`src/design/ddo_pkg.sv`:
```
`timescale 1ns / 1ps
// Shared types, constants and helper functions for the odometry block.
package ddo_pkg;

  localparam int COUNT_WIDTH_DEF  = 64;
  localparam int FRAC_BITS_DEF    = 16;
  localparam int CORDIC_STEPS_DEF = 24;

  // Operand widths of the shared multiplier and divider
  localparam int MUL_A_W = 128;
  localparam int MUL_B_W = 64;
  localparam int DIV_N_W = 128;
  localparam int DIV_D_W = 64;
  localparam int ANG_W   = 34;

  localparam logic [127:0]          TRAVEL_MAX   = 128'h7FFF_FFFF_FFFF;
  localparam logic [63:0]           BAM_SCALE    = 64'd2935890503282001226;
  localparam logic signed [ANG_W-1:0] CORDIC_START = 34'sd652032874;
  localparam logic [63:0]           RATE_MUL     = 64'd5625;
  localparam logic [63:0]           SPEED_MUL    = 64'd1000;
  localparam int                    RATE_SHIFT   = 42;

  typedef logic [2:0] cfg_index_t;
  localparam cfg_index_t CFG_LEFT_SCALE  = 3'd0;
  localparam cfg_index_t CFG_RIGHT_SCALE = 3'd1;
  localparam cfg_index_t CFG_LEFT_REV    = 3'd2;
  localparam cfg_index_t CFG_RIGHT_REV   = 3'd3;
  localparam cfg_index_t CFG_TRACK       = 3'd4;
  localparam cfg_index_t CFG_PERIOD      = 3'd5;

  localparam logic REQ_SAMPLE = 1'b0;
  localparam logic REQ_POSE   = 1'b1;

  localparam logic [1:0] MODE_IDLE   = 2'd0;
  localparam logic [1:0] MODE_ACTIVE = 2'd1;
  localparam logic [1:0] MODE_ERROR  = 2'd2;

  localparam logic [1:0] EV_BASE  = 2'd0;
  localparam logic [1:0] EV_INTEG = 2'd1;
  localparam logic [1:0] EV_FAIL  = 2'd2;
  localparam logic [1:0] EV_POSE  = 2'd3;

  typedef struct packed {
    logic               req_type;
    logic               sample_ok;
    logic signed [63:0] left_count;
    logic signed [63:0] right_count;
    logic signed [31:0] new_x_mm;
    logic signed [31:0] new_y_mm;
    logic signed [31:0] new_heading;
  } in_item_t;

  typedef struct packed {
    logic signed [31:0] pos_x_mm;
    logic signed [31:0] pos_y_mm;
    logic signed [31:0] heading;
    logic signed [31:0] speed_mm_s;
    logic signed [31:0] turn_rate;
    logic [1:0]         odo_mode;
    logic [1:0]         event_res;
  } out_item_t;

  // atan(2^-i) as a binary angle
  function automatic logic [31:0] atan_step(input logic [4:0] i);
    logic [31:0] r;
    case (i)
      5'd0:    r = 32'h20000000;
      5'd1:    r = 32'h12E4051E;
      5'd2:    r = 32'h09FB385B;
      5'd3:    r = 32'h051111D4;
      5'd4:    r = 32'h028B0D43;
      5'd5:    r = 32'h0145D7E1;
      5'd6:    r = 32'h00A2F61E;
      5'd7:    r = 32'h00517C55;
      5'd8:    r = 32'h0028BE53;
      5'd9:    r = 32'h00145F2F;
      5'd10:   r = 32'h000A2F98;
      5'd11:   r = 32'h000517CC;
      5'd12:   r = 32'h00028BE6;
      5'd13:   r = 32'h000145F3;
      5'd14:   r = 32'h0000A2FA;
      5'd15:   r = 32'h0000517D;
      5'd16:   r = 32'h000028BE;
      5'd17:   r = 32'h0000145F;
      5'd18:   r = 32'h00000A30;
      5'd19:   r = 32'h00000518;
      5'd20:   r = 32'h0000028C;
      5'd21:   r = 32'h00000146;
      5'd22:   r = 32'h000000A3;
      5'd23:   r = 32'h00000051;
      5'd24:   r = 32'h00000029;
      5'd25:   r = 32'h00000014;
      5'd26:   r = 32'h0000000A;
      5'd27:   r = 32'h00000005;
      5'd28:   r = 32'h00000003;
      5'd29:   r = 32'h00000001;
      5'd30:   r = 32'h00000001;
      default: r = 32'h00000000;
    endcase
    return r;
  endfunction

  // Apply sign to a magnitude, saturating to int32
  function automatic logic [31:0] sat32(input logic [127:0] mag, input logic neg);
    logic big;
    big = |mag[127:31];
    if (neg) begin
      return big ? 32'h80000000 : 32'd0 - mag[31:0];
    end
    return big ? 32'h7FFFFFFF : mag[31:0];
  endfunction

  function automatic logic signed [47:0] clamp48(input logic signed [63:0] v);
    if (v > 64'sh0000_7FFF_FFFF_FFFF) begin
      return 48'sh7FFF_FFFF_FFFF;
    end
    if (v < -64'sh0000_8000_0000_0000) begin
      return 48'sh8000_0000_0000;
    end
    return v[47:0];
  endfunction

endpackage

```
`src/design/ddo_mul.sv`:
```
`timescale 1ns / 1ps
// Shared multiplier: 128 x 64 product built from 32 x 32 partial products.
module ddo_mul (
  input  logic         clk,
  input  logic         rst,
  input  logic         start,
  input  logic [127:0] a,
  input  logic [63:0]  b,
  output logic [127:0] prod,
  output logic         done
);
  import ddo_pkg::*;

  localparam int B_WORDS = MUL_B_W / 32;
  localparam int N_PROD  = (MUL_A_W / 32) * B_WORDS;

  logic [3:0]   k;
  logic         busy;
  logic         pv;
  logic [63:0]  p;
  logic [2:0]   sh;
  logic [127:0] acc;
  logic [1:0]   wi;
  logic         wj;
  logic [31:0]  a_w;
  logic [31:0]  b_w;
  logic         issue;

  assign wi    = k[2:1];
  assign wj    = k[0];
  assign a_w   = a[32*wi +: 32];
  assign b_w   = b[32*wj +: 32];
  assign issue = busy && (k != 4'(N_PROD));
  assign prod  = acc;

  always_ff @(posedge clk) begin
    if (rst) begin
      busy <= 1'b0;
      pv   <= 1'b0;
      done <= 1'b0;
      k    <= '0;
    end else begin
      done <= 1'b0;
      if (start) begin
        busy <= 1'b1;
        pv   <= 1'b0;
        k    <= '0;
      end else if (busy) begin
        pv <= issue;
        if (issue) begin
          k <= k + 4'd1;
        end
        if (!issue && pv) begin
          busy <= 1'b0;
          done <= 1'b1;
        end
      end
    end
  end

  // Register each partial product and accumulate it in the cycle after
  always_ff @(posedge clk) begin
    if (start) begin
      acc <= '0;
    end else if (busy && pv) begin
      acc <= acc + (128'(p) << {sh, 5'd0});
    end
    if (issue) begin
      p  <= a_w * b_w;
      sh <= 3'(wi) + 3'(wj);
    end
  end

endmodule

```
`config.mk`:
```
export PLATFORM = sky130hd
export DESIGN_NAME = ddo_mul
export DESIGN_NICKNAME = d
export VERILOG_FILES = /design/src/design/ddo_pkg.sv /design/src/design/ddo_mul.sv
export SDC_FILE = /design/constraint.sdc
export NUM_CORES = 2
export LEC_CHECK = 0
export ABC_AREA = 1
export BUFFER_PORTS_ARGS = -buffer_cell sky130_fd_sc_hd__buf_2
export CORE_UTILIZATION = 30
export DETAILED_ROUTE_END_ITERATION = 7
export GPL_ROUTABILITY_DRIVEN = 0
export SYNTH_ARGS = -nofsm -noshare
export SYNTH_HDL_FRONTEND = slang
export SYNTH_SLANG_ARGS = --single-unit
```
`constraint.sdc`:
```
create_clock -name clk -period 20.6 [get_ports clk]
set_input_delay 0 -clock clk [delete_from_list [all_inputs] [get_ports clk]]
set_output_delay 0 -clock clk [all_outputs]
set_load 0.02 [all_outputs]
```
==> summary.txt <==
Clock network
  – Post CTS Setup Buffer Count: 0
  – CTS tree: done
  – H-tree depth: 1
  – Clock latency on the worst-skew pair: 0.60 ns
  – Clk slew on worst S/H paths: 0.06 ns
  – CTS buffer count: 28
  – CTS Sinks: 202
  – Clk buf depth: 3
  – CTS root buf: clkbuf_16

STA
  – Period utilization: 0.511
  – Unrepaired setup endpoints after global routing: no
  – Setup Skew: 0.0216 ns
  – # setup viols final: 0
  – Endpoints failing hold: 0
  – Setup ws final: 10.08 ns
  – Max-slew violation count: 0
  – Max_slew headroom: 0.0491
  – Minimum clock period: 10.52 ns
  – WHS: 0.0231 ns
  – Least-Margin Pin Slew: 1.43 ns
  – Setup TNS: 0 ns
  – Top achievable clock speed: 0.0951 GHz

Critical path
  – R2R Path Start: k[1]$_SDFFE_PP0P_
  – Launch point of the worst path: k[1]$_SDFFE_PP0P_
  – Crit path DAT: 10.85 ns
  – Worst path required time: 20.94 ns
  – CP endpoint kind: flop
  – Crit-path max FO: 66
  – Worst setup SP type: flop
  – WS Path Type: flop to flop

Floorplan
  – Initial cell density of the core: 0.302
  – Io pins: 324
  – Core Rows: 159
  – Die span in y: 436 um
  – Die area: 190000 um2
  – Core ar.: 188000 um2
  – Die W: 436 um

Logic synthesis
  – Netlist cell types: 52
  – Mapped cell area: 56600 um2
  – Top-area cell type share of the netlist area: 0.317
  – EDFF count, synth: 67
  – Syn Area/Cell: 6.65 um2
  – Synth area leader: fa_1
  – Cells after Synth: 8515
  – Post-Syn Nets: 10000
  – Yosys warns: 0
  – Post-synthesis sequential area ratio: 0.0833
  – FFs w/ async S/R, synth: 0
  – Synth Flop Type: dfxtp_1
  – Area contributors post-synth: fa_1 32%, nand2_1 16%, inv_1 13%
  – Register bit total from synthesis: 202

Global routing
  – Total GRT Usage: 0.248
  – First-pass GRT wire length: 351000 um
  – Vias in the first global route: 55000
  – Largest net degree at the start of global routing: 84
  – Initial antenna violation count: 6
  – GR Overflow Total: 0

Drt
  – Initial detailed-routing violation count: 6054
  – Routed WL: 241000 um
  – Final ANT Viol Nets: 0
  – Drt pass-1 iters: 8
  – Total number of vias: 55600
  – Detailed-route vias per instance: 4.96
  – DR WL/cell: 21.5 um
  – Number of remaining DRC errors: 2

Final layout
  – Ratio of cells with drive above 1 in the final layout: 0.0784
  – Net count, final: 10200
  – Fill cells: 20400
  – Area grow syn2layout: 9.50%

Status
  – Violated checks: design-rule violations
  – Status: complete, but fails checks

Place
  – Pre-CTS setup slack: 10.38 ns
  – Detailed-placement wirelength estimate: 199000 um
  – IO Port Bufs: 323

Job
  – Max-cap viol count: 0

Min path
  – Worst hold path type: primary input to flop
  – Hold Path Origin: start
layer usage:
layer  up-vias  wire (um)  track usage
li1      25100          -            -
met1     26500      90200        0.303
met2      3253     106000        0.392
met3       697      26700       0.0591
met4         6      18700        0.157
met5         -         42            0
registers in the layout (all words and copies together), names as in the netlist:
name,count
busy,1
prod,128
done,1
pv,1
p,64
sh,3
k,4
layout by cell type (no fill, tap or decap), drive strengths merged, types with 23 or more instances in the layout:
master / Yosys / final
nand2: 2425 / 2425
inv: 2049 / 2053
nor2: 1320 / 1320
fa: 897 / 897
buf: 90 / 399
ha: 393 / 393
nand3: 269 / 269
o21ai: 192 / 192
a21oi: 178 / 178
dfxtp: 135 / 135
xor2: 87 / 87
edfxtp: 67 / 67
clkbuf: 158 / 39
nor3: 39 / 39
clkinv: 22 / 27
xnor2: 26 / 26
o22ai: 26 / 26
a31oi: 23 / 23
worst max-delay path, stage by stage (launching register included):
cell and delay, ns:
dfxtp_4 0.93, inv_2 0.45, buf_4 0.43, nand2_1 0.14
nand3_1 0.41, nand2_1 0.93, inv_1 0.59, nand2_1 0.22
fa_1 0.44, fa_1 0.67, fa_1 0.53, fa_1 0.53
fa_1 0.47, fa_1 0.52, fa_1 0.46, fa_1 0.50
inv_1 0.04, ha_1 0.38, nand2_1 0.10, nor2_1 0.16
inv_1 0.09, o21ai_0 0.53, a21oi_1 0.19, nand2_1 0.13
xor2_1 0.38
timing repair:
item                                   in CTS  in global routing
resized for setup                           0                  0
hold buffers                                1                  0
endpoints found under the hold margin       7                  0
final cells by class:
cell class | count | area, um2 | share of cell area
Multi-Input combinational cell | 5994 | 43100 | 0.696
Inverter | 2071 | 7780 | 0.126
Sequential cell | 202 | 4720 | 0.0762
Tap cell | 2495 | 3120 | 0.0504
Timing Repair Buffer | 400 | 2200 | 0.0355
Clock buffer | 39 | 848 | 0.0137
Clock inverter | 13 | 178 | 0.00287
Antenna cell | 1 | 2.50 | 0.0000404
cell families after synthesis:
family,Yosys count,synth area share
simple gates,4108,0.291
compound gates,478,0.0475
buf+inv,2319,0.156
fa+ha+maj,1290,0.404
xor+xnor,113,0.0175
mux,5,0.000884
flops,202,0.0833
Yosys cell counts, drive strengths merged, types with 22 or more instances:
| cell type | n |
|---|---|
| edfxtp | 67 |
| clkbuf | 158 |
| buf | 90 |
| inv | 2049 |
| fa | 897 |
| xor2 | 87 |
| a21oi | 178 |
| o22ai | 26 |
| xnor2 | 26 |
| nand3 | 269 |
| clkinv | 22 |
| dfxtp | 135 |
| nor3 | 39 |
| ha | 393 |
| nor2 | 1320 |
| nand2 | 2425 |
| o21ai | 192 |
| a31oi | 23 |
metrics by stage:
step	std cells	utilization	instance area, um2
2_1_floorplan	8515	-	56600
3_3_place_gp	11200	0.325	60900
3_5_place_dp	11200	0.325	60900
4_1_cts	11200	0.330	62000
5_1_grt	11200	0.330	62000
6_report	11200	0.330	62000
final timing paths:
kind                          end  slack [ns]  depth (start not counted)
max               p[47]$_DFFE_PP_       10.08                         24
min          prod[3]$_SDFFE_PP0P_        0.02                          4
max reg2reg       p[47]$_DFFE_PP_       10.08                         24
min reg2reg       pv$_SDFFE_PP0P_        0.48                          2
Power is not shown: default switching activity piles up to over one toggle a cycle in this logic, so the estimate is an artifact.
