`config.mk`:
```
export PLATFORM = sky130hd
export DESIGN_NAME = ddo_cordic
export DESIGN_NICKNAME = d
export VERILOG_FILES = /design/src/design/ddo_pkg.sv /design/src/design/ddo_cordic.sv
export SDC_FILE = /design/constraint.sdc
export NUM_CORES = 1
export LEC_CHECK = 0
export ABC_AREA = 1
export CAP_MARGIN = 0
export CORE_ASPECT_RATIO = 1.25
export CORE_MARGIN = 1
export CORE_UTILIZATION = 50
export DETAILED_ROUTE_END_ITERATION = 10
export DONT_BUFFER_PORTS = 1
export GPL_TIMING_DRIVEN = 0
export HOLD_SLACK_MARGIN = 0.08
export RECOVER_POWER = 100
export SKIP_CTS_REPAIR_TIMING = 1
export SLEW_MARGIN = 20
export SYNTH_ARGS = -nofsm -noshare
export SYNTH_HDL_FRONTEND = slang
export SYNTH_SLANG_ARGS = --single-unit
```
`constraint.sdc`:
```
create_clock -name clk -period 5.6 [get_ports clk]
set_input_delay 0.84 -clock clk [delete_from_list [all_inputs] [get_ports clk]]
set_output_delay 0.84 -clock clk [all_outputs]
set_load 0.02 [all_outputs]
```
`src/design/ddo_pkg.sv`:
```
`timescale 1ns / 1ps
// Shared types, constants and helper functions for the odometry block.
package ddo_pkg;

  localparam int COUNT_WIDTH_DEF  = 64;
  localparam int FRAC_BITS_DEF    = 16;
  localparam int CORDIC_STEPS_DEF = 24;

  // Operand widths of the shared multiplier and divider
  localparam int MUL_A_W = 128;
  localparam int MUL_B_W = 64;
  localparam int DIV_N_W = 128;
  localparam int DIV_D_W = 64;
  localparam int ANG_W   = 34;

  localparam logic [127:0]          TRAVEL_MAX   = 128'h7FFF_FFFF_FFFF;
  localparam logic [63:0]           BAM_SCALE    = 64'd2935890503282001226;
  localparam logic signed [ANG_W-1:0] CORDIC_START = 34'sd652032874;
  localparam logic [63:0]           RATE_MUL     = 64'd5625;
  localparam logic [63:0]           SPEED_MUL    = 64'd1000;
  localparam int                    RATE_SHIFT   = 42;

  typedef logic [2:0] cfg_index_t;
  localparam cfg_index_t CFG_LEFT_SCALE  = 3'd0;
  localparam cfg_index_t CFG_RIGHT_SCALE = 3'd1;
  localparam cfg_index_t CFG_LEFT_REV    = 3'd2;
  localparam cfg_index_t CFG_RIGHT_REV   = 3'd3;
  localparam cfg_index_t CFG_TRACK       = 3'd4;
  localparam cfg_index_t CFG_PERIOD      = 3'd5;

  localparam logic REQ_SAMPLE = 1'b0;
  localparam logic REQ_POSE   = 1'b1;

  localparam logic [1:0] MODE_IDLE   = 2'd0;
  localparam logic [1:0] MODE_ACTIVE = 2'd1;
  localparam logic [1:0] MODE_ERROR  = 2'd2;

  localparam logic [1:0] EV_BASE  = 2'd0;
  localparam logic [1:0] EV_INTEG = 2'd1;
  localparam logic [1:0] EV_FAIL  = 2'd2;
  localparam logic [1:0] EV_POSE  = 2'd3;

  typedef struct packed {
    logic               req_type;
    logic               sample_ok;
    logic signed [63:0] left_count;
    logic signed [63:0] right_count;
    logic signed [31:0] new_x_mm;
    logic signed [31:0] new_y_mm;
    logic signed [31:0] new_heading;
  } in_item_t;

  typedef struct packed {
    logic signed [31:0] pos_x_mm;
    logic signed [31:0] pos_y_mm;
    logic signed [31:0] heading;
    logic signed [31:0] speed_mm_s;
    logic signed [31:0] turn_rate;
    logic [1:0]         odo_mode;
    logic [1:0]         event_res;
  } out_item_t;

  // atan(2^-i) as a binary angle
  function automatic logic [31:0] atan_step(input logic [4:0] i);
    logic [31:0] r;
    case (i)
      5'd0:    r = 32'h20000000;
      5'd1:    r = 32'h12E4051E;
      5'd2:    r = 32'h09FB385B;
      5'd3:    r = 32'h051111D4;
      5'd4:    r = 32'h028B0D43;
      5'd5:    r = 32'h0145D7E1;
      5'd6:    r = 32'h00A2F61E;
      5'd7:    r = 32'h00517C55;
      5'd8:    r = 32'h0028BE53;
      5'd9:    r = 32'h00145F2F;
      5'd10:   r = 32'h000A2F98;
      5'd11:   r = 32'h000517CC;
      5'd12:   r = 32'h00028BE6;
      5'd13:   r = 32'h000145F3;
      5'd14:   r = 32'h0000A2FA;
      5'd15:   r = 32'h0000517D;
      5'd16:   r = 32'h000028BE;
      5'd17:   r = 32'h0000145F;
      5'd18:   r = 32'h00000A30;
      5'd19:   r = 32'h00000518;
      5'd20:   r = 32'h0000028C;
      5'd21:   r = 32'h00000146;
      5'd22:   r = 32'h000000A3;
      5'd23:   r = 32'h00000051;
      5'd24:   r = 32'h00000029;
      5'd25:   r = 32'h00000014;
      5'd26:   r = 32'h0000000A;
      5'd27:   r = 32'h00000005;
      5'd28:   r = 32'h00000003;
      5'd29:   r = 32'h00000001;
      5'd30:   r = 32'h00000001;
      default: r = 32'h00000000;
    endcase
    return r;
  endfunction

  // Apply sign to a magnitude, saturating to int32
  function automatic logic [31:0] sat32(input logic [127:0] mag, input logic neg);
    logic big;
    big = |mag[127:31];
    if (neg) begin
      return big ? 32'h80000000 : 32'd0 - mag[31:0];
    end
    return big ? 32'h7FFFFFFF : mag[31:0];
  endfunction

  function automatic logic signed [47:0] clamp48(input logic signed [63:0] v);
    if (v > 64'sh0000_7FFF_FFFF_FFFF) begin
      return 48'sh7FFF_FFFF_FFFF;
    end
    if (v < -64'sh0000_8000_0000_0000) begin
      return 48'sh8000_0000_0000;
    end
    return v[47:0];
  endfunction

endpackage

```
`src/design/ddo_cordic.sv`:
```
`timescale 1ns / 1ps
// Iterative CORDIC rotation giving cos and sin of a binary angle.
module ddo_cordic #(
  parameter int STEPS = ddo_pkg::CORDIC_STEPS_DEF
) (
  input  logic                            clk,
  input  logic                            rst,
  input  logic                            start,
  input  logic [31:0]                     angle,
  output logic signed [ddo_pkg::ANG_W-1:0] cos_val,
  output logic signed [ddo_pkg::ANG_W-1:0] sin_val,
  output logic                            done
);
  import ddo_pkg::*;

  localparam int STEP_W = $clog2(STEPS);

  logic signed [ANG_W-1:0] x;
  logic signed [ANG_W-1:0] y;
  logic signed [ANG_W-1:0] z;
  logic signed [ANG_W-1:0] dx;
  logic signed [ANG_W-1:0] dy;
  logic signed [ANG_W-1:0] at;
  logic                    flip;
  logic                    flip_c;
  logic [31:0]             ang_r;
  logic [STEP_W-1:0]       i;
  logic                    busy;

  // Fold the back half-plane onto the front one
  assign flip_c = (angle > 32'h40000000) && (angle < 32'hC0000000);
  assign ang_r  = flip_c ? angle + 32'h80000000 : angle;
  assign dx     = y >>> i;
  assign dy     = x >>> i;
  assign at     = signed'(ANG_W'(atan_step(5'(i))));
  assign cos_val = flip ? -x : x;
  assign sin_val = flip ? -y : y;

  always_ff @(posedge clk) begin
    if (rst) begin
      busy <= 1'b0;
      done <= 1'b0;
      i    <= '0;
    end else begin
      done <= 1'b0;
      if (start) begin
        busy <= 1'b1;
        i    <= '0;
      end else if (busy) begin
        i <= i + 1'b1;
        if (i == STEP_W'(STEPS - 1)) begin
          busy <= 1'b0;
          done <= 1'b1;
        end
      end
    end
  end

  always_ff @(posedge clk) begin
    if (start) begin
      x    <= CORDIC_START;
      y    <= '0;
      z    <= ANG_W'(signed'(ang_r));
      flip <= flip_c;
    end else if (busy) begin
      if (!z[ANG_W-1]) begin
        x <= x - dx;
        y <= y + dy;
        z <= z - at;
      end else begin
        x <= x + dx;
        y <= y - dy;
        z <= z + at;
      end
    end
  end

endmodule

```
==> results.txt <==
- The most used flip-flop cell after synthesis is dfxtp_1.
- Dividing the detail-routed via count by the number of cells gives 6.36.
- Worst-case headroom to the max-slew limit: -81.7%
- For hold timing, the worst endpoint is busy.
- The biggest area contributor in the post-synthesis netlist is nand2_1.
- At the pin with the least slew margin, the transition time is about 2700 ps.
- IR analysis of the VDD net gives a maximum drop of 294 uV.
* Number of violations reported at the end of detailed-routing iteration 0: 2787
- GRT Util Overall: 49.4%
* Post-Synthesis Mean Instance Area: just under 6 um^2
* Violated checks: max-capacitance violations, max-slew violations
- Fin. max-slew vios: 38
- In this run the critical register-to-register path is captured at z[24].
* Top cell type's share of synthesized area: ~16%
- Largest net degree at the start of global routing: 38
- Register-to-register setup slack: 150 ps
- Final hold violation count: 0
* Clock insertion delay at the later pin of the skew report: 490 ps
- Compared with the post-synthesis result, the final layout area differs by 7.46%.
* Core outline area: 35600 um^2
- The first global-routing pass estimated 132000 um of wire.
* Worst setup EP type: flop
- For this run the aggregate overflow at the end of global routing stands at 0.
- Clk buf depth: 2
- Top-level I/O count: ~100
- Hold timing on the final database bottoms out at a slack of 427 ps.
* Initial core utilization: approximately half
- The pre-antenna-repair detailed-routing pass consisted of 6 iterations.
- Final critical-path share of the clock period: 97.4%
- Power spread over the standard cell area amounts to 513 nW/um^2.
- RD Place Congestion: 1.11
- For this run, the top clock speed supported by timing is 0.183 GHz.
- The number of global-route vias before repair was 21651.
- Synth top area cells: nand2_1, nand3_1, dfxtp_1, ha_1, xor2_1
- Sinks on the clock net: 140
- Worst Slack Setup Final: 148 ps
- Number of enable flip-flop cells after synthesis: 35
* Status: complete, but fails checks
- The worst setup path is launched from a flop.
- Minimum period implied by the final worst setup slack: 5450 ps
* Worst hold path depth: 1
- Share of async-settable or async-resettable flops after synthesis: 0%
* Die extent in x: 172 um
* Wire length reported by the detailed router: 91200 um
* Pre-CTS WS: -625 ps
- Yosys warning count: 0
- Summing over every cut layer, the via total after detailed routing is 22724.
* TritonCTS clock tree: done
- Clock skew on the completed layout was measured at 27.1 ps.
- The startpoint identified for the worst register-to-register timing path is z[33].
- The worst setup path is of the flop to flop kind.
- After synthesis, flip-flops and latches occupy 17.4% of the total area.
- Max-cap violations in this run came to 1.
- Data arrival time of the critical path: 5690 ps
- Length in cells of the worst reg-to-reg path: 19
* Library cell used as clock root buffer: clkbuf_16
- CTS HTree Levels: 4
* Row Count: 77
* Post-synth design cell area: 18100 um^2
* Cell count after synthesis: roughly 3100
- Number of port buffers: 0
* Synthesis-stage register bit count: 140
- Number of design rule violations left after detail routing: 0
- Layout cell share with drive strength beyond 1: 5.98%
- Required time of the critical path: 5830 ps
* Placed wire-length estimate: 71800 um
- Die boundary height: approximately 210 um
- The worst hold path begins at rst.
- Final setup violation count: 0
* Synthesized Nets: 3207
- In this run the worst path has a maximum fanout of 10.
* Cell leakage power: 9.61 nW
* Class of the tightest hold or removal check: primary input to flop
- Count of antenna-violating nets left after detailed routing: 0
- # nets final: 3232
- Final Core Density: 54.8%
* Total Die Area: between 30000 and 40000 um^2
- After clock tree synthesis, the clock-pin slew on the worst setup and hold paths is around 80 ps.
- CTS Buf Count: 17
- Counting distinct cell types in the post-synthesis netlist gives 57.
* Routed wirelength normalized by instance count: 25.5 um
- Initial antenna violation count: 1
==> layout make-up <==
type,count,area (um^2)
diodes,2,5.00
plain buffers,123,624
clock buffers,18,450
clock inverters,14,165
fillers,3564,16100
inverters,312,1180
multi-input cells,2481,13300
flip-flops and latches,140,3150
well taps,474,593
repair buffers,7,48.8
==> synth_stat cells (all sizes together) (4+ instances only) <==
cell type	number
xor2	136
o221ai	5
buf	71
inv	308
a21o	12
o21ai	180
edfxtp	35
a31oi	31
nor2	280
nor4	18
o22ai	5
a21boi	7
or2	29
o21a	7
ha	112
xnor2	55
o31ai	6
a221oi	5
nand2	773
clkbuf	53
nor3	62
a21oi	210
o21bai	11
o211ai	16
clkinv	4
dfxtp	105
nand3	474
nand4	23
==> layout by cell type (no fill, tap or decap), types with 17 or more instances in the layout <==
master,instances
edfxtp_1,35
buf_2,23
nor3_1,58
nor4_1,17
xor2_1,135
xnor2_1,54
clkbuf_1,49
or2_2,28
clkbuf_16,18
inv_1,299
nor2_1,271
o21ai_1,31
o21ai_0,143
dfxtp_1,104
nand4_1,23
a31oi_1,31
a21oi_1,208
nand2_1,762
clkbuf_2,17
nand3_1,466
ha_1,112
==> registers in the layout, summed over array words and instances, names as in the netlist <==
register and cells:
at 30, done 1, busy 1, y 34
i 5, flip 1, z 34, x 34
==> logic make-up (layout without fill, tap and decap cells) <==
| logic type | after synthesis | after routing | synth area share (%) |
|---|---|---|---|
| fa+ha+maj | 115 | 115 | 8.06 |
| xor+xnor | 191 | 191 | 9.22 |
| compound gates | 509 | 509 | 15.7 |
| buf+inv | 436 | 474 | 9.79 |
| flops | 140 | 140 | 17.4 |
| other cells | 0 | 2 | 0 |
| simple gates | 1666 | 1666 | 39.8 |
==> power by group <==
part | total, mW | leakage [nW] | switching [mW] | internal [mW]
logic | 7.10 | 8.09 | 4.83 | 2.27
registers | 1.67 | 1.22 | 0.390 | 1.28
clock network | 1.24 | 0.302 | 0.612 | 0.629
total | 10.0 | 9.61 | 5.83 | 4.18
==> routing by layer <==
layer | share of wire (%) | track usage, % | vias to the layer above
met4 | 10 | 45.2 | 0
met3 | 12 | 17.0 | 465
li1 | - | - | 10273
met2 | 43 | 74.5 | 1605
met1 | 35 | 54.0 | 10381
met5 | 0 | 0.408 | -
==> per-stage QoR <==
| stage | total power [mW] | setup TNS (ps) | cell area, um^2 | std cells |
|---|---|---|---|---|
| 5_1_grt | 10.7 | -24.9 | 19500 | 3569 |
| 2_1_floorplan | 6.49 | 0 | 18100 | 3057 |
| 3_3_place_gp | 8.21 | -1800 | 18700 | 3531 |
| 3_5_place_dp | 8.37 | -2320 | 18800 | 3532 |
| 4_1_cts | 9.62 | -2660 | 19400 | 3564 |
| 6_report | 10.0 | 0 | 19500 | 3571 |
==> worst max path at each step <==
| stage | slack (ps) | start | endpoint | cells past startpoint |
|---|---|---|---|---|
| 2_1_floorplan | 1520 | i[0] | x[31] | 29 |
| 3_3_place_gp | -610 | z[33] | z[28] | 21 |
| 3_5_place_dp | -620 | z[33] | z[28] | 21 |
| 4_1_cts | -650 | z[33] | z[28] | 21 |
| 5_1_grt | -10 | i[2] | y[33] | 26 |
| 6_report | 150 | z[33] | z[24] | 19 |
==> worst max-delay path: stages (launching register included) <==
cell and delay (ps):
edfxtp_1 360, buf_4 190, clkinvlp_4 230, clkbuf_2 470
clkbuf_1 630, o21ai_0 350, fa_1 490, nand2_1 100
o21ai_0 130, a21oi_1 270, o21ai_1 190, a21boi_0 520
inv_1 160, nand2_1 90, nand2_1 110, a21oi_1 200
o21ai_0 220, or2_2 340, nand3_1 80, nand2_1 60
Note: power is estimated with default switching activity, not from simulation.
