`src/design/ddo_pkg.sv`:
```
`timescale 1ns / 1ps
// Shared types, constants and helper functions for the odometry block.
package ddo_pkg;

  localparam int COUNT_WIDTH_DEF  = 64;
  localparam int FRAC_BITS_DEF    = 16;
  localparam int CORDIC_STEPS_DEF = 24;

  // Operand widths of the shared multiplier and divider
  localparam int MUL_A_W = 128;
  localparam int MUL_B_W = 64;
  localparam int DIV_N_W = 128;
  localparam int DIV_D_W = 64;
  localparam int ANG_W   = 34;

  localparam logic [127:0]          TRAVEL_MAX   = 128'h7FFF_FFFF_FFFF;
  localparam logic [63:0]           BAM_SCALE    = 64'd2935890503282001226;
  localparam logic signed [ANG_W-1:0] CORDIC_START = 34'sd652032874;
  localparam logic [63:0]           RATE_MUL     = 64'd5625;
  localparam logic [63:0]           SPEED_MUL    = 64'd1000;
  localparam int                    RATE_SHIFT   = 42;

  typedef logic [2:0] cfg_index_t;
  localparam cfg_index_t CFG_LEFT_SCALE  = 3'd0;
  localparam cfg_index_t CFG_RIGHT_SCALE = 3'd1;
  localparam cfg_index_t CFG_LEFT_REV    = 3'd2;
  localparam cfg_index_t CFG_RIGHT_REV   = 3'd3;
  localparam cfg_index_t CFG_TRACK       = 3'd4;
  localparam cfg_index_t CFG_PERIOD      = 3'd5;

  localparam logic REQ_SAMPLE = 1'b0;
  localparam logic REQ_POSE   = 1'b1;

  localparam logic [1:0] MODE_IDLE   = 2'd0;
  localparam logic [1:0] MODE_ACTIVE = 2'd1;
  localparam logic [1:0] MODE_ERROR  = 2'd2;

  localparam logic [1:0] EV_BASE  = 2'd0;
  localparam logic [1:0] EV_INTEG = 2'd1;
  localparam logic [1:0] EV_FAIL  = 2'd2;
  localparam logic [1:0] EV_POSE  = 2'd3;

  typedef struct packed {
    logic               req_type;
    logic               sample_ok;
    logic signed [63:0] left_count;
    logic signed [63:0] right_count;
    logic signed [31:0] new_x_mm;
    logic signed [31:0] new_y_mm;
    logic signed [31:0] new_heading;
  } in_item_t;

  typedef struct packed {
    logic signed [31:0] pos_x_mm;
    logic signed [31:0] pos_y_mm;
    logic signed [31:0] heading;
    logic signed [31:0] speed_mm_s;
    logic signed [31:0] turn_rate;
    logic [1:0]         odo_mode;
    logic [1:0]         event_res;
  } out_item_t;

  // atan(2^-i) as a binary angle
  function automatic logic [31:0] atan_step(input logic [4:0] i);
    logic [31:0] r;
    case (i)
      5'd0:    r = 32'h20000000;
      5'd1:    r = 32'h12E4051E;
      5'd2:    r = 32'h09FB385B;
      5'd3:    r = 32'h051111D4;
      5'd4:    r = 32'h028B0D43;
      5'd5:    r = 32'h0145D7E1;
      5'd6:    r = 32'h00A2F61E;
      5'd7:    r = 32'h00517C55;
      5'd8:    r = 32'h0028BE53;
      5'd9:    r = 32'h00145F2F;
      5'd10:   r = 32'h000A2F98;
      5'd11:   r = 32'h000517CC;
      5'd12:   r = 32'h00028BE6;
      5'd13:   r = 32'h000145F3;
      5'd14:   r = 32'h0000A2FA;
      5'd15:   r = 32'h0000517D;
      5'd16:   r = 32'h000028BE;
      5'd17:   r = 32'h0000145F;
      5'd18:   r = 32'h00000A30;
      5'd19:   r = 32'h00000518;
      5'd20:   r = 32'h0000028C;
      5'd21:   r = 32'h00000146;
      5'd22:   r = 32'h000000A3;
      5'd23:   r = 32'h00000051;
      5'd24:   r = 32'h00000029;
      5'd25:   r = 32'h00000014;
      5'd26:   r = 32'h0000000A;
      5'd27:   r = 32'h00000005;
      5'd28:   r = 32'h00000003;
      5'd29:   r = 32'h00000001;
      5'd30:   r = 32'h00000001;
      default: r = 32'h00000000;
    endcase
    return r;
  endfunction

  // Apply sign to a magnitude, saturating to int32
  function automatic logic [31:0] sat32(input logic [127:0] mag, input logic neg);
    logic big;
    big = |mag[127:31];
    if (neg) begin
      return big ? 32'h80000000 : 32'd0 - mag[31:0];
    end
    return big ? 32'h7FFFFFFF : mag[31:0];
  endfunction

  function automatic logic signed [47:0] clamp48(input logic signed [63:0] v);
    if (v > 64'sh0000_7FFF_FFFF_FFFF) begin
      return 48'sh7FFF_FFFF_FFFF;
    end
    if (v < -64'sh0000_8000_0000_0000) begin
      return 48'sh8000_0000_0000;
    end
    return v[47:0];
  endfunction

endpackage

```
`src/design/ddo_div.sv`:
```
`timescale 1ns / 1ps
// Shared restoring divider: 128-bit dividend, 64-bit divisor, one bit a cycle.
module ddo_div (
  input  logic         clk,
  input  logic         rst,
  input  logic         start,
  input  logic [127:0] num,
  input  logic [63:0]  den,
  output logic [127:0] quot,
  output logic         done
);
  import ddo_pkg::*;

  logic [DIV_D_W-1:0] rem;
  logic [DIV_N_W-1:0] nq;
  logic [6:0]         cnt;
  logic               busy;
  logic [DIV_D_W:0]   trial;
  logic [DIV_D_W:0]   diff;
  logic               fits;

  assign trial = {rem, nq[DIV_N_W-1]};
  assign diff  = trial - {1'b0, den};
  assign fits  = trial >= {1'b0, den};
  assign quot  = nq;

  always_ff @(posedge clk) begin
    if (rst) begin
      busy <= 1'b0;
      done <= 1'b0;
      cnt  <= '0;
    end else begin
      done <= 1'b0;
      if (start) begin
        busy <= 1'b1;
        cnt  <= '0;
      end else if (busy) begin
        cnt <= cnt + 7'd1;
        if (cnt == 7'(DIV_N_W - 1)) begin
          busy <= 1'b0;
          done <= 1'b1;
        end
      end
    end
  end

  // Shift dividend out, quotient bits in
  always_ff @(posedge clk) begin
    if (start) begin
      rem <= '0;
      nq  <= num;
    end else if (busy) begin
      rem <= fits ? diff[DIV_D_W-1:0] : trial[DIV_D_W-1:0];
      nq  <= {nq[DIV_N_W-2:0], fits};
    end
  end

endmodule

```
`config.mk`:
```
export PLATFORM = sky130hd
export DESIGN_NAME = ddo_div
export DESIGN_NICKNAME = d
export VERILOG_FILES = /design/src/design/ddo_pkg.sv /design/src/design/ddo_div.sv
export SDC_FILE = /design/constraint.sdc
export NUM_CORES = 1
export LEC_CHECK = 0
export ABC_CLOCK_PERIOD_IN_PS = 9700
export BUFFER_PORTS_ARGS = -buffer_cell sky130_fd_sc_hd__buf_2
export CAP_MARGIN = 15
export CORE_ASPECT_RATIO = 1.1
export CORE_MARGIN = 4
export CORE_UTILIZATION = 45
export DETAILED_ROUTE_END_ITERATION = 7
export PLACE_DENSITY = 0.71
export SETUP_SLACK_MARGIN = 0.02
export SLEW_MARGIN = 10
export SYNTH_ARGS = -nofsm -noshare
export SYNTH_HDL_FRONTEND = slang
export SYNTH_SLANG_ARGS = --single-unit
```
`constraint.sdc`:
```
create_clock -name clk -period 9.7 [get_ports clk]
set_clock_uncertainty 0.2 [all_clocks]
set_input_delay 0.97 -clock clk [delete_from_list [all_inputs] [get_ports clk]]
set_output_delay 0.97 -clock clk [all_outputs]
set_load 0.01 [all_outputs]
```
==> results of run 1 <==
[routing by layer]
metal,GRT usage,vias up
met5,0,-
met4,0.0782,14
met3,0.0682,84
met2,0.404,429
met1,0.303,5294
li1,-,5376
[Yosys cell counts (all sizes together) (35+ instances only)]
library cell  instances
clkbuf               46
o21ai                46
xnor2                38
a311oi               35
ha                   65
a21oi                95
nand2               142
nor2                103
mux2                128
dfxtp                73
edfxtp              128
inv                  82
[final timing paths]
check,from,to,cells after the start
worst max-delay path,den[32],rem[55]$_SDFFE_PP0P_,14
worst min-delay path,rem[1]$_SDFFE_PP0P_,rem[1]$_SDFFE_PP0P_,2
worst max register to register,rem[31]$_SDFFE_PP0P_,rem[55]$_SDFFE_PP0P_,12
worst min register to register,rem[1]$_SDFFE_PP0P_,rem[1]$_SDFFE_PP0P_,2
[kinds of logic after synthesis]
group | Yosys count
XOR/XNOR | 58
flip-flops | 201
adder cells (fa/ha/maj) | 66
AND/OR/NAND/NOR | 363
multiplexers | 134
AO/OA/AOI/OAI | 326
buffers and inverters | 158
[final cells by class]
cell class | instances | area (um^2) | area share
antenna | 6 | 15.0 | 0.000980
clock inverter | 16 | 209 | 0.0136
clock buffer | 28 | 637 | 0.0416
timing repair buffer | 330 | 1680 | 0.109
tap | 363 | 454 | 0.0297
inverter | 82 | 310 | 0.0203
sequential | 201 | 5310 | 0.347
multi-input combinational | 947 | 6710 | 0.438
[through the flow]
| step | worst slack, ns | area [um^2] | hold slack, ns | total power [mW] | cells |
|---|---|---|---|---|---|
| after CTS | 5.33 | 15300 | 0.292 | 2.65 | 1967 |
| final | 5.26 | 15300 | 0.291 | 2.63 | 1973 |
| after floorplan | 4.92 | 12700 | 0.250 | 1.46 | 1306 |
| after global placement | 4.84 | 14500 | 0.270 | 1.66 | 1923 |
| after global routing | 4.94 | 15300 | 0.313 | 2.76 | 1970 |
| after detailed placement | 4.79 | 14500 | 0.276 | 1.67 | 1923 |
[registers in the layout, summed over array words and instances (netlist names)]
register,cells
rem,64
done,1
busy,1
quot,128
cnt,7
[worst max-delay path, stage by stage]
cell,delay [ns]
sky130_fd_sc_hd__buf_2,0.08
sky130_fd_sc_hd__inv_1,0.06
sky130_fd_sc_hd__ha_1,0.42
sky130_fd_sc_hd__nand4_1,0.23
sky130_fd_sc_hd__nor3_1,0.41
sky130_fd_sc_hd__nand3_1,0.22
sky130_fd_sc_hd__o31ai_2,0.39
sky130_fd_sc_hd__nor2_1,0.09
sky130_fd_sc_hd__o2bb2ai_1,0.18
sky130_fd_sc_hd__nor2_4,0.37
sky130_fd_sc_hd__buf_4,0.55
sky130_fd_sc_hd__nor2_1,0.08
sky130_fd_sc_hd__a31o_1,0.19
sky130_fd_sc_hd__a2111oi_0,0.35
[power groups by stage]
| stage | Clock [mW] | Sequential [mW] | Combinational (mW) |
|---|---|---|---|
| final | 0.977 | 1.07 | 0.589 |
| after global routing | 1.03 | 1.08 | 0.647 |
| after CTS | 0.997 | 1.07 | 0.588 |
| after detailed placement | 0 | 1.08 | 0.586 |
| after global placement | 0 | 1.08 | 0.577 |
| after floorplan | 0 | 1.09 | 0.370 |
==> tab_implementation.tex, run 1 <==
\begin{tabular}{lr}
\hline
Metric & Value \\
\hline
\multicolumn{2}{l}{\textbf{Drt}} \\
\quad Wire length on met1 & 15,900 um \\
\quad Final routed wire length divided by cell count & 20.0 um \\
\quad Antenna violation net count after detailed routing & 0 \\
\quad Length of routed met3 wiring & 3210 um \\
\quad Length of routed met2 wiring & 19,000 um \\
\quad Pre-Repair DR Iteration Count & 5 \\
\quad Routed vias & 11,200 \\
\quad Number of design-rule violations left by the first detailed-router iteration & 713 \\
\quad \# DRC & 0 \\
\quad Drt total wl & 39,400 um \\
\quad Mean number of vias per cell & 5.68 \\
\quad Highest metal layer with signal wires & met5 \\
\multicolumn{2}{l}{\textbf{Synthesis}} \\
\quad Post-Synthesis Cells & 1,306 \\
\quad Post-synthesis share of cell area spent on full adders, half adders and majority gates & 0.0658 \\
\quad Syn\_nets & 1,567 \\
\quad Simple-Gate Fraction of Synth Area & 0.130 \\
\quad Compound-gate portion of the synthesized area & 0.174 \\
\quad Post-Syn Area & 0.0127 mm\^{}2 \\
\quad Netlist cell types & 69 \\
\quad Share of the synthesized area in the top cell type & 0.303 \\
\quad Xor and xnor fraction of the mapped netlist area & 0.0401 \\
\quad Flops \& latches, synth & 201 \\
\quad Combinational family with the most area after synthesis & compound AO/OA/AOI/OAI gates \\
\quad Post-synthesis async set-or-reset flop share & 0 \\
\quad Library cell occupying the most area in the post-synthesis netlist & sky130\_fd\_sc\_hd\_\_edfxtp\_1 \\
\quad Portion of the post-synthesis area used by sequential elements & 0.419 \\
\quad Synthesis Warnings & 0 \\
\quad Most used flip-flop cell after synthesis & sky130\_fd\_sc\_hd\_\_edfxtp\_1 \\
\quad Cells taking the most area after synthesis & sky130\_fd\_sc\_hd\_\_edfxtp\_1 (30\%), sky130\_fd\_sc\_hd\_\_dfxtp\_1 (12\%), sky130\_fd\_sc\_hd\_\_mux2\_2 (11\%) \\
\quad Number of enable flip-flop cells after synthesis & 128 \\
\quad Share of cell area taken by muxes after synthesis & 0.118 \\
\quad Avg Inst Size Synth & 9.70 um\^{}2 \\
\multicolumn{2}{l}{\textbf{Timing}} \\
\quad Setup repair after global routing missed its margin & no \\
\quad Sum of negative setup slack & 0 ns \\
\quad Fin. max-slew vios & 0 \\
\quad Max Fclk & 225 MHz \\
\quad Final number of setup-violating endpoints & 0 \\
\quad Actual transition at the worst max-transition pin & 1.07 ns \\
\quad Clock period minus final worst setup slack & 4.44 ns \\
\quad Final hold violation count & 0 \\
\quad Relative slew slack & 0.284 \\
\quad Post-route clock period utilization & 0.457 \\
\multicolumn{2}{l}{\textbf{Floorplanning}} \\
\quad Die Width & 168 um \\
\quad Initial cell density of the core & 0.456 \\
\quad Number of top-level pins & 324 \\
\quad Number of rows in the core area & 64 \\
\quad Die area & 0.0309 mm\^{}2 \\
\quad Placeable core region & 0.0278 mm\^{}2 \\
\quad Height of the chip & 184 um \\
\multicolumn{2}{l}{\textbf{Power}} \\
\quad Clock power share & 0.371 \\
\quad Part of the power in registers & 0.405 \\
\quad Ratio of total power to cell area & 172 mW/mm\^{}2 \\
\quad Switching pwr & 0.773 mW \\
\quad Internal Power & 1.86 mW \\
\quad Combinational share of power & 0.224 \\
\quad Leakage power & 6.60 nW \\
\quad Switching part of the total & 0.294 \\
\quad Peak supply drop & 159 uV \\
\multicolumn{2}{l}{\textbf{Final layout}} \\
\quad Layout cells sized above 1 & 0.323 \\
\quad Net count, final & 1,848 \\
\quad Commonest non-fill, non-tap cell in the layout & sky130\_fd\_sc\_hd\_\_buf\_2 \\
\quad Top library cells by usage in the layout, fill and taps aside & sky130\_fd\_sc\_hd\_\_buf\_2 (322), sky130\_fd\_sc\_hd\_\_nand2\_1 (139), sky130\_fd\_sc\_hd\_\_mux2\_2 (128), sky130\_fd\_sc\_hd\_\_edfxtp\_1 (128), sky130\_fd\_sc\_hd\_\_nor2\_1 (102) \\
\quad Layout overhead on the synthesized area & 20.9\% \\
\quad Utilization after layout & 0.551 \\
\quad Total of fill cells in the finished design & 2,519 \\
\multicolumn{2}{l}{\textbf{Critical path}} \\
\quad Worst endpoint required time & 9.90 ns \\
\quad WS Path Type & in2reg \\
\quad Crit start category & primary input \\
\quad Capturing element type of the critical path & register \\
\quad Data arrival time of the critical path & 4.64 ns \\
\quad Register-to-Register Setup Slack & 5.53 ns \\
\quad Maximum fanout encountered on the critical timing path & 46 \\
\multicolumn{2}{l}{\textbf{Global route}} \\
\quad Pin count of the biggest net entering global routing & 84 \\
\quad Antenna violations before repair & 13 \\
\quad Via count of the first global-routing pass & 11,000 \\
\quad Wire length of the first global-routing pass & 60,300 um \\
\quad Combined global-route utilization of all metal layers & 0.241 \\
\quad Grt total ovfl & 0 \\
\multicolumn{2}{l}{\textbf{Clock network}} \\
\quad \# hold bufs at CTS & 0 \\
\quad Clock latency on the worst-skew pair & 0.53 ns \\
\quad Num Clock Sinks & 201 \\
\quad Post-CTS clock slew at the launch and capture registers of the worst setup and hold paths & 0.06 ns \\
\quad TritonCTS clock tree & built \\
\quad Root cell of the clock tree & sky130\_fd\_sc\_hd\_\_clkbuf\_16 \\
\quad Maximum clock path buffer count & 3 \\
\quad H-tree depth reported by CTS & 1 \\
\quad Post\_cts resized & 0 \\
\quad Setup repair bufs after CTS & 0 \\
\quad TritonCTS Buffers & 25 \\
\multicolumn{2}{l}{\textbf{Place}} \\
\quad Detailed Place HPWL & 29,700 um \\
\quad Number of port buffers & 323 \\
\quad Final weighted congestion in routability-driven placement & 0.941 \\
\multicolumn{2}{l}{\textbf{Job}} \\
\quad Max-Cap Viols & 0 \\
\multicolumn{2}{l}{\textbf{Hold path}} \\
\quad Type of the tightest min-delay check & reg2reg \\
\multicolumn{2}{l}{\textbf{Run status}} \\
\quad Result of the run & completed \\
\hline
\end{tabular}
Note: power is estimated with default switching activity, not from simulation.
==> run 2, diff against run 1 <==
- ABC_AREA: not set -> 1
- ABC_CLOCK_PERIOD_IN_PS: 9700 -> 3700
- PLACE_DENSITY: 0.71 -> 0.73
- clock period: 9.7 -> 3.7 ns (I/O delays scaled with it)
==> tab_implementation.tex, run 2 <==
\begin{tabular}{lr}
\hline
Metric & Value \\
\hline
\multicolumn{2}{l}{\textbf{Critical path}} \\
\quad Maximum fanout encountered on the critical timing path & 4 (-91\%) \\
\quad Register-to-Register Setup Slack & 0.56 ns (-4.97 ns) \\
\quad Data arrival time of the critical path & 3.37 ns (-1.27 ns) \\
\quad Worst setup path endpoint & rem[50]\$\_SDFFE\_PP0P\_ \\
\quad Worst reg2reg path startpoint & quot[127]\$\_DFFE\_PP\_ \\
\quad Reg2Reg Capture Point & rem[50]\$\_SDFFE\_PP0P\_ \\
\quad Capturing element type of the critical path & register \\
\quad WS Path Type & reg2reg \\
\quad Worst endpoint required time & 3.93 ns (-5.97 ns) \\
\quad Critical path launch point & quot[127]\$\_DFFE\_PP\_ \\
\quad Crit start category & register \\
\quad Cell depth of the worst flop-to-flop path & 15 (+3) \\
\multicolumn{2}{l}{\textbf{Place}} \\
\quad Detailed Place HPWL & 42,200 um (+42\%) \\
\quad Final weighted congestion in routability-driven placement & 1.03 (+9.3\%) \\
\quad Number of port buffers & 323 (unchanged) \\
\quad Instance area at placement & 0.0170 mm\^{}2 (+18\%) \\
\multicolumn{2}{l}{\textbf{Timing}} \\
\quad Post-route clock period utilization & 0.850 \\
\quad Actual transition at the worst max-transition pin & 0.846 ns (-0.228 ns) \\
\quad Max Fclk & 318 MHz \\
\quad Fin. max-slew vios & 0 (unchanged) \\
\quad Clock period minus final worst setup slack & 3.14 ns \\
\quad Sum of negative setup slack & 0 ns (unchanged) \\
\quad Hold Worst Slack & 0.00517 ns (-0.285 ns) \\
\quad Final hold violation count & 0 (unchanged) \\
\quad Relative slew slack & 0.436 (+0.152) \\
\quad Final number of setup-violating endpoints & 0 (unchanged) \\
\quad Setup repair after global routing missed its margin & no \\
\multicolumn{2}{l}{\textbf{Drt}} \\
\quad Mean number of vias per cell & 5.01 (-12\%) \\
\quad Final routed wire length divided by cell count & 17.0 um (-15\%) \\
\quad Drt total wl & 55,400 um (+41\%) \\
\quad \# DRC & 0 (unchanged) \\
\quad Number of design-rule violations left by the first detailed-router iteration & 1,119 (+57\%) \\
\quad Pre-Repair DR Iteration Count & 5 (unchanged) \\
\quad Routed vias & 16,300 (+46\%) \\
\quad Antenna violation net count after detailed routing & 0 (unchanged) \\
\multicolumn{2}{l}{\textbf{Global route}} \\
\quad Met1 capacity usage during global routing & 0.347 (+0.0442) \\
\quad Global-route layer with the greatest usage & met2 \\
\quad Grt total ovfl & 0 (unchanged) \\
\quad Combined global-route utilization of all metal layers & 0.286 (+0.0450) \\
\quad Pin count of the biggest net entering global routing & 106 (+26\%) \\
\quad Met2 Track Usage GR & 0.504 (+0.100) \\
\quad Antenna violations before repair & 2 (-11) \\
\quad Via count of the first global-routing pass & 15,600 (+41\%) \\
\quad Wire length of the first global-routing pass & 83,300 um (+38\%) \\
\quad Grt met3 use & 0.0424 (-0.0258) \\
\multicolumn{2}{l}{\textbf{Power}} \\
\quad Tot Pwr & 6.19 mW (+130\%) \\
\quad Internal Power & 4.56 mW (+150\%) \\
\quad Ratio of total power to cell area & 324 mW/mm\^{}2 (+88\%) \\
\quad Leakage power & 10.8 nW (+63\%) \\
\quad Switching pwr & 1.62 mW (+110\%) \\
\quad Peak supply drop & 294 uV (+84\%) \\
\quad Part of the power in registers & 0.431 (+0.026) \\
\quad Combinational share of power & 0.161 (-0.063) \\
\quad Switching part of the total & 0.263 (-0.0311) \\
\quad Clock power share & 0.408 (+0.037) \\
\multicolumn{2}{l}{\textbf{Synthesis}} \\
\quad Netlist cell types & 39 (-43\%) \\
\quad Number of enable flip-flop cells after synthesis & 128 (unchanged) \\
\quad Avg Inst Size Synth & 6.32 um\^{}2 (-35\%) \\
\quad Most frequently used cell type in the post-synthesis netlist & sky130\_fd\_sc\_hd\_\_nand2\_1 \\
\quad Flops \& latches, synth & 201 (unchanged) \\
\quad Most instantiated cells after synthesis & sky130\_fd\_sc\_hd\_\_nand2\_1 (1,113), sky130\_fd\_sc\_hd\_\_inv\_1 (434), sky130\_fd\_sc\_hd\_\_nand3\_1 (146) \\
\quad Syn\_nets & 2,645 (+69\%) \\
\quad Post-Syn Area & 0.0151 mm\^{}2 (+19\%) \\
\quad Post-synthesis async set-or-reset flop share & 0 (unchanged) \\
\quad Portion of the post-synthesis area used by sequential elements & 0.352 (-0.0663) \\
\quad Share of the synthesized area in the top cell type & 0.277 (-0.0259) \\
\quad Post-Synthesis Cells & 2,384 (+83\%) \\
\quad Most used flip-flop cell after synthesis & sky130\_fd\_sc\_hd\_\_edfxtp\_1 \\
\quad Library cell occupying the most area in the post-synthesis netlist & sky130\_fd\_sc\_hd\_\_nand2\_1 \\
\quad Cells taking the most area after synthesis & sky130\_fd\_sc\_hd\_\_nand2\_1 (28\%), sky130\_fd\_sc\_hd\_\_edfxtp\_1 (26\%), sky130\_fd\_sc\_hd\_\_inv\_1 (11\%) \\
\quad Synthesis Warnings & 0 (unchanged) \\
\multicolumn{2}{l}{\textbf{Clock network}} \\
\quad TritonCTS Buffers & 22 (-12\%) \\
\quad Post-CTS clock slew at the launch and capture registers of the worst setup and hold paths & 0.06 ns (about the same) \\
\quad Clock latency on the worst-skew pair & 0.53 ns (about the same) \\
\quad Root cell of the clock tree & sky130\_fd\_sc\_hd\_\_clkbuf\_16 \\
\quad Setup repair bufs after CTS & 0 (unchanged) \\
\quad Num Clock Sinks & 201 (unchanged) \\
\quad TritonCTS clock tree & built \\
\quad H-tree depth reported by CTS & 1 (unchanged) \\
\quad Maximum clock path buffer count & 3 (unchanged) \\
\multicolumn{2}{l}{\textbf{Final layout}} \\
\quad Max reg flops & 128 (unchanged) \\
\quad Commonest non-fill, non-tap cell in the layout & sky130\_fd\_sc\_hd\_\_nand2\_1 \\
\quad Layout cells sized above 1 & 0.144 (-0.179) \\
\quad Sequential cell area & 0.00531 mm\^{}2 (about the same) \\
\quad Top library cells by usage in the layout, fill and taps aside & sky130\_fd\_sc\_hd\_\_nand2\_1 (1,113), sky130\_fd\_sc\_hd\_\_inv\_1 (433), sky130\_fd\_sc\_hd\_\_buf\_2 (322), sky130\_fd\_sc\_hd\_\_nand3\_1 (146), sky130\_fd\_sc\_hd\_\_edfxtp\_1 (128) \\
\quad Net count, final & 3,066 (+66\%) \\
\quad Layout overhead on the synthesized area & 26.8\% \\
\quad Footprint of the multi-input gates & 0.00776 mm\^{}2 (+16\%) \\
\quad Final non-filler cell area & 0.0191 mm\^{}2 (+25\%) \\
\quad Total of fill cells in the finished design & 3,164 (+26\%) \\
\multicolumn{2}{l}{\textbf{Run status}} \\
\quad Result of the run & completed \\
\multicolumn{2}{l}{\textbf{Job}} \\
\quad Max-Cap Viols & 0 (unchanged) \\
\multicolumn{2}{l}{\textbf{Floorplanning}} \\
\quad Initial cell density of the core & 0.455 (-0.00121) \\
\quad Die area & 0.0365 mm\^{}2 (+18\%) \\
\quad Die Width & 182 um (+8.6\%) \\
\quad Number of top-level pins & 324 (unchanged) \\
\quad Number of rows in the core area & 70 (+9.4\%) \\
\quad Placeable core region & 0.0331 mm\^{}2 (+19\%) \\
\quad Height of the chip & 200 um (+8.6\%) \\
\multicolumn{2}{l}{\textbf{Hold path}} \\
\quad Type of the tightest min-delay check & in2reg \\
\hline
\end{tabular}
-- run 2: changes by cell type after synthesis, moves of 22 or more --
cell and change:
sky130_fd_sc_hd__a21o_1 -23, sky130_fd_sc_hd__a211oi_1 -22, sky130_fd_sc_hd__nand3_1 +130, sky130_fd_sc_hd__inv_1 +352, sky130_fd_sc_hd__a311oi_1 -34, sky130_fd_sc_hd__a21oi_1 -43
sky130_fd_sc_hd__nand2_1 +974, sky130_fd_sc_hd__mux2_2 -128, sky130_fd_sc_hd__nand3b_1 +32
-- run 2: cells by family after synthesis --
| group | Yosys count | synth area share |
|---|---|---|
| and+or+nand+nor | 1472 | 0.400 |
| adders and majority gates | 66 | 0.0553 |
| AOI/OAI and AO/OA | 111 | 0.0405 |
| DFF | 201 | 0.352 |
| xor gates and xnor gates | 32 | 0.0186 |
| buffers and inverters | 502 | 0.133 |
-- run 2: routing by layer --
layer	wire, um	up-vias
met5	12	-
met4	3110	2
met3	3490	177
met2	26800	651
met1	22000	7360
li1	-	8112
-- run 2: stage by stage --
stage          worst slack, ns   util  std cells
2_1_floorplan            0.541      -       2384
3_3_place_gp             0.542  0.514       3089
3_5_place_dp             0.509  0.514       3089
4_1_cts                  0.514  0.576       3252
5_1_grt                  0.376  0.576       3253
6_report                 0.556  0.577       3257
-- run 2: power groups by stage --
stage / logic [mW] / clock network (mW) / registers, mW
final: 0.997 / 2.52 / 2.67
after CTS: 0.978 / 2.57 / 2.66
after global placement: 0.858 / 0 / 2.70
after detailed placement: 0.865 / 0 / 2.71
after global routing: 1.09 / 2.66 / 2.68
after floorplan: 0.385 / 0 / 2.77
-- run 2: critical path, stage by stage (launching register included) --
cell                       delay (ns)
sky130_fd_sc_hd__edfxtp_1        0.40
sky130_fd_sc_hd__inv_1           0.09
sky130_fd_sc_hd__ha_1            0.23
sky130_fd_sc_hd__fa_1            0.42
sky130_fd_sc_hd__nor2_1          0.21
sky130_fd_sc_hd__nand2_1         0.09
sky130_fd_sc_hd__nand3_1         0.20
sky130_fd_sc_hd__nand2_1         0.08
sky130_fd_sc_hd__nand2_1         0.26
sky130_fd_sc_hd__nand2_1         0.09
sky130_fd_sc_hd__nand2_1         0.23
sky130_fd_sc_hd__nand2_1         0.18
sky130_fd_sc_hd__nand4_1         0.12
sky130_fd_sc_hd__nand3_1         0.12
sky130_fd_sc_hd__nand2_1         0.09
sky130_fd_sc_hd__nand2_1         0.04
-- run 2: area by class of cell --
class / instances / share of cell area
antenna: 5 / 0.000655
clock buffer: 25 / 0.0294
clock inverter: 14 / 0.0134
inverter: 441 / 0.0870
multi-input combinational: 1681 / 0.406
sequential: 201 / 0.278
tap: 432 / 0.0283
timing repair buffer: 458 / 0.157
-- run 2: worst min-delay path by stage --
stage / startpoint / endpoint / slack, ns / depth (start not counted)
finish: num[41] / quot[41]$_DFFE_PP_ / 0.005 / 3
global route: num[41] / quot[41]$_DFFE_PP_ / 0.02 / 3
CTS: num[103] / quot[103]$_DFFE_PP_ / 0.003 / 3
detailed placement: rem[45]$_SDFFE_PP0P_ / rem[45]$_SDFFE_PP0P_ / 0.26 / 2
global placement: cnt[5]$_SDFFE_PP0P_ / cnt[5]$_SDFFE_PP0P_ / 0.25 / 2
floorplan: cnt[5]$_SDFFE_PP0P_ / cnt[5]$_SDFFE_PP0P_ / 0.24 / 2
-- run 2: what timing repair did --
item                                    in CTS  in global routing
hold buffers                               124                  0
endpoints found under the hold margin      127                  0
endpoints found under the setup margin       0                  0
resized for setup                            0                  0
==> run 3, diff against run 2 <==
- ABC_AREA: 1 -> 0
- ABC_CLOCK_PERIOD_IN_PS: 3700 -> 3240
- PLACE_DENSITY: 0.73 -> 0.71
- clock period: 3.7 -> 3.24 ns (I/O delays scaled with it)
==> tab_implementation.tex, run 3 (synthesis results as in run 1) <==
\begin{tabular}{lr}
\hline
Metric & Value \\
\hline
\multicolumn{2}{l}{\textbf{Job}} \\
\quad Max-Cap Viols & 0 (unchanged) \\
\multicolumn{2}{l}{\textbf{Timing}} \\
\quad Hold Worst Slack & 0.110 ns (+0.104 ns) \\
\quad Setup repair after global routing missed its margin & yes \\
\quad Post-route clock period utilization & 1.01 (+0.159) \\
\quad Clock period minus final worst setup slack & 3.27 ns (+0.124 ns) \\
\quad Relative slew slack & 0.503 (+0.0668) \\
\quad Final hold violation count & 0 (unchanged) \\
\quad Final worst-path setup slack & -0.0285 ns (-0.584 ns) \\
\quad Final number of setup-violating endpoints & 1 (+1) \\
\quad Fin. max-slew vios & 0 (unchanged) \\
\quad Max Fclk & 306 MHz (-3.8\%) \\
\quad Actual transition at the worst max-transition pin & 0.746 ns (-0.100 ns) \\
\multicolumn{2}{l}{\textbf{Power}} \\
\quad Combinational share of power & 0.313 (+0.152) \\
\quad Leakage power & 8.56 nW (-21\%) \\
\quad Internal Power & 5.80 mW (+27\%) \\
\quad Part of the power in registers & 0.379 (-0.052) \\
\quad Ratio of total power to cell area & 434 mW/mm\^{}2 (+34\%) \\
\quad Switching pwr & 2.72 mW (+68\%) \\
\quad Switching part of the total & 0.320 (+0.0570) \\
\quad Peak supply drop & 369 uV (+26\%) \\
\quad Tot Pwr & 8.52 mW (+38\%) \\
\quad Clock power share & 0.308 (-0.100) \\
\multicolumn{2}{l}{\textbf{Place}} \\
\quad Final weighted congestion in routability-driven placement & 0.930 (-9.6\%) \\
\quad Number of port buffers & 323 (unchanged) \\
\quad Post-Place Setup Slack & -0.381 ns (-0.889 ns) \\
\quad Detailed Place HPWL & 32,500 um (-23\%) \\
\multicolumn{2}{l}{\textbf{Final layout}} \\
\quad Max reg flops & 128 (unchanged) \\
\quad Commonest non-fill, non-tap cell in the layout & sky130\_fd\_sc\_hd\_\_buf\_2 \\
\quad Layout overhead on the synthesized area & 55.1\% \\
\quad Top library cells by usage in the layout, fill and taps aside & sky130\_fd\_sc\_hd\_\_buf\_2 (322), sky130\_fd\_sc\_hd\_\_buf\_4 (232), sky130\_fd\_sc\_hd\_\_nand2\_1 (130), sky130\_fd\_sc\_hd\_\_dlygate4sd3\_1 (129) \\
\quad Total of fill cells in the finished design & 1,941 (-39\%) \\
\quad Net count, final & 2,226 (-27\%) \\
\quad Utilization after layout & 0.708 (+0.131) \\
\quad Layout cells sized above 1 & 0.461 (+0.317) \\
\multicolumn{2}{l}{\textbf{Global route}} \\
\quad Combined global-route utilization of all metal layers & 0.292 (+0.00591) \\
\quad Grt total ovfl & 0 (unchanged) \\
\quad Wire length of the first global-routing pass & 72,600 um (-13\%) \\
\quad Antenna violations before repair & 8 (+6) \\
\quad Pin count of the biggest net entering global routing & 129 (+22\%) \\
\quad Via count of the first global-routing pass & 13,500 (-14\%) \\
\multicolumn{2}{l}{\textbf{Critical path}} \\
\quad Crit start category & register \\
\quad Worst reg2reg path startpoint & rem[43]\$\_SDFFE\_PP0P\_ \\
\quad Highest cell delay on the worst timing path & 0.44 ns (+0.02 ns) \\
\quad Register-to-Register Setup Slack & -0.03 ns (-0.58 ns) \\
\quad Capturing element type of the critical path & register \\
\quad Crit-path cells & ha\_4 -> nand4\_4 -> or3\_4 -> or3\_4 -> a211oi\_4 -> a211oi\_2 -> buf\_4 -> buf\_4 -> nor2\_2 -> nand2\_1 -> buf\_4 -> o211a\_1 \\
\quad Data arrival time of the critical path & 3.49 ns (+0.12 ns) \\
\quad Maximum fanout encountered on the critical timing path & 4 (unchanged) \\
\quad Cell depth of the worst flop-to-flop path & 12 (-3) \\
\quad Worst endpoint required time & 3.46 ns (-0.47 ns) \\
\quad Reg2Reg Capture Point & rem[62]\$\_SDFFE\_PP0P\_ \\
\quad Slowest cell on the critical path & sky130\_fd\_sc\_hd\_\_or3\_4 \\
\quad WS Path Type & reg2reg \\
\quad Crit path top cell by count & sky130\_fd\_sc\_hd\_\_buf\_4 \\
\multicolumn{2}{l}{\textbf{Hold path}} \\
\quad Type of the tightest min-delay check & in2reg \\
\quad Hold path depth & 5 (+2) \\
\quad Hold Startpoint & den[0] \\
\quad Endpoint of the worst hold-timing path & rem[0]\$\_SDFFE\_PP0P\_ \\
\multicolumn{2}{l}{\textbf{Drt}} \\
\quad Wire length on met1 & 18,100 um (-18\%) \\
\quad Highest metal layer with signal wires & met5 \\
\quad Drt total wl & 49,600 um (-11\%) \\
\quad Length of routed met2 wiring & 24,700 um (-8.0\%) \\
\quad Antenna violation net count after detailed routing & 0 (unchanged) \\
\quad Pre-Repair DR Iteration Count & 7 (+2) \\
\quad Final routed wire length divided by cell count & 21.1 um (+24\%) \\
\quad Routed vias & 13,500 (-17\%) \\
\quad Length of routed met3 wiring & 4170 um (+20\%) \\
\quad Mean number of vias per cell & 5.72 (+14\%) \\
\quad Number of design-rule violations left by the first detailed-router iteration & 993 (-11\%) \\
\quad \# DRC & 0 (unchanged) \\
\multicolumn{2}{l}{\textbf{Clock network}} \\
\quad TritonCTS clock tree & built \\
\quad TritonCTS Buffers & 24 (+9.1\%) \\
\quad Num Clock Sinks & 201 (unchanged) \\
\quad Clock latency on the worst-skew pair & 0.54 ns (about the same) \\
\quad Post-CTS clock slew at the launch and capture registers of the worst setup and hold paths & 0.06 ns (about the same) \\
\quad Maximum clock path buffer count & 3 (unchanged) \\
\quad H-tree depth reported by CTS & 1 (unchanged) \\
\quad Root cell of the clock tree & sky130\_fd\_sc\_hd\_\_clkbuf\_16 \\
\multicolumn{2}{l}{\textbf{Floorplanning}} \\
\quad Number of rows in the core area & 64 (-8.6\%) \\
\quad Placeable core region & 0.0278 mm\^{}2 (-16\%) \\
\quad Die Width & 168 um (-7.9\%) \\
\quad Number of top-level pins & 324 (unchanged) \\
\quad Height of the chip & 184 um (-7.9\%) \\
\quad Initial cell density of the core & 0.456 (+0.00121) \\
\quad Die area & 0.0309 mm\^{}2 (-15\%) \\
\multicolumn{2}{l}{\textbf{Run status}} \\
\quad Result of the run & complete, but fails checks \\
\quad Violations in the final reports & negative setup slack \\
\hline
\end{tabular}
==> run 3: critical path: cells and delay by family (launching register included) <==
family                     cells  cell delay [ns]
AOI/OAI and AO/OA              3             0.52
and+or+nand+nor                5             1.32
buffers and inverters          3             0.50
DFF                            1             0.33
adders and majority gates      1             0.29
==> run 3: worst max path at each step <==
stage	from	endpoint	slack, ns	cells after the start
2_1_floorplan	start	quot[0]$_DFFE_PP_	-0.02	4
3_3_place_gp	den[37]	rem[55]$_SDFFE_PP0P_	-0.32	14
3_5_place_dp	den[37]	rem[55]$_SDFFE_PP0P_	-0.38	14
4_1_cts	rem[24]$_SDFFE_PP0P_	rem[52]$_SDFFE_PP0P_	0.01	12
5_1_grt	rem[43]$_SDFFE_PP0P_	rem[1]$_SDFFE_PP0P_	-0.14	16
6_report	rem[43]$_SDFFE_PP0P_	rem[62]$_SDFFE_PP0P_	-0.03	12
==> run 3: layout make-up <==
cell class,count,area [um^2],area share
Inverter,82,312,0.0158
Clock inverter,13,109,0.00554
Antenna cell,6,15.0,0.000764
Clock buffer,31,627,0.0319
Multi-Input combinational cell,948,7740,0.394
Timing Repair Buffer,708,5070,0.258
Sequential cell,201,5340,0.271
Tap cell,363,454,0.0231
==> run 3: per-stage QoR <==
| step | setup TNS (ns) | area (um^2) | cells |
|---|---|---|---|
| after global placement | -13.25 | 16200 | 2143 |
| after global routing | -1.91 | 19700 | 2352 |
| after CTS | 0 | 18600 | 2330 |
| final | -0.0285 | 19700 | 2352 |
| after floorplan | -2.86 | 12700 | 1306 |
| after detailed placement | -14.82 | 16200 | 2143 |
==> run 3: routing by layer <==
layer,track usage,vias up
met5,0,-
met4,0.153,4
met3,0.0606,162
met2,0.498,733
met1,0.349,6427
li1,-,6136
==> run 3: power by group through the flow <==
stage / combinational, mW / clock (mW) / sequential, mW
final: 2.67 / 2.62 / 3.23
after CTS: 2.37 / 2.64 / 3.19
after global routing: 2.85 / 2.75 / 3.25
after global placement: 2.12 / 0 / 3.22
after detailed placement: 2.15 / 0 / 3.23
after floorplan: 1.11 / 0 / 3.27
==> run 3: what timing repair did <==
item | CTS | global route
setup buffers | 12 | 14
cloned | 2 | 2
endpoints found under the setup margin | 65 | 65
hold buffers | 129 | 0
resized for setup | 49 | 163
hold endpoints to repair | 137 | 0
pin swaps | 15 | 45
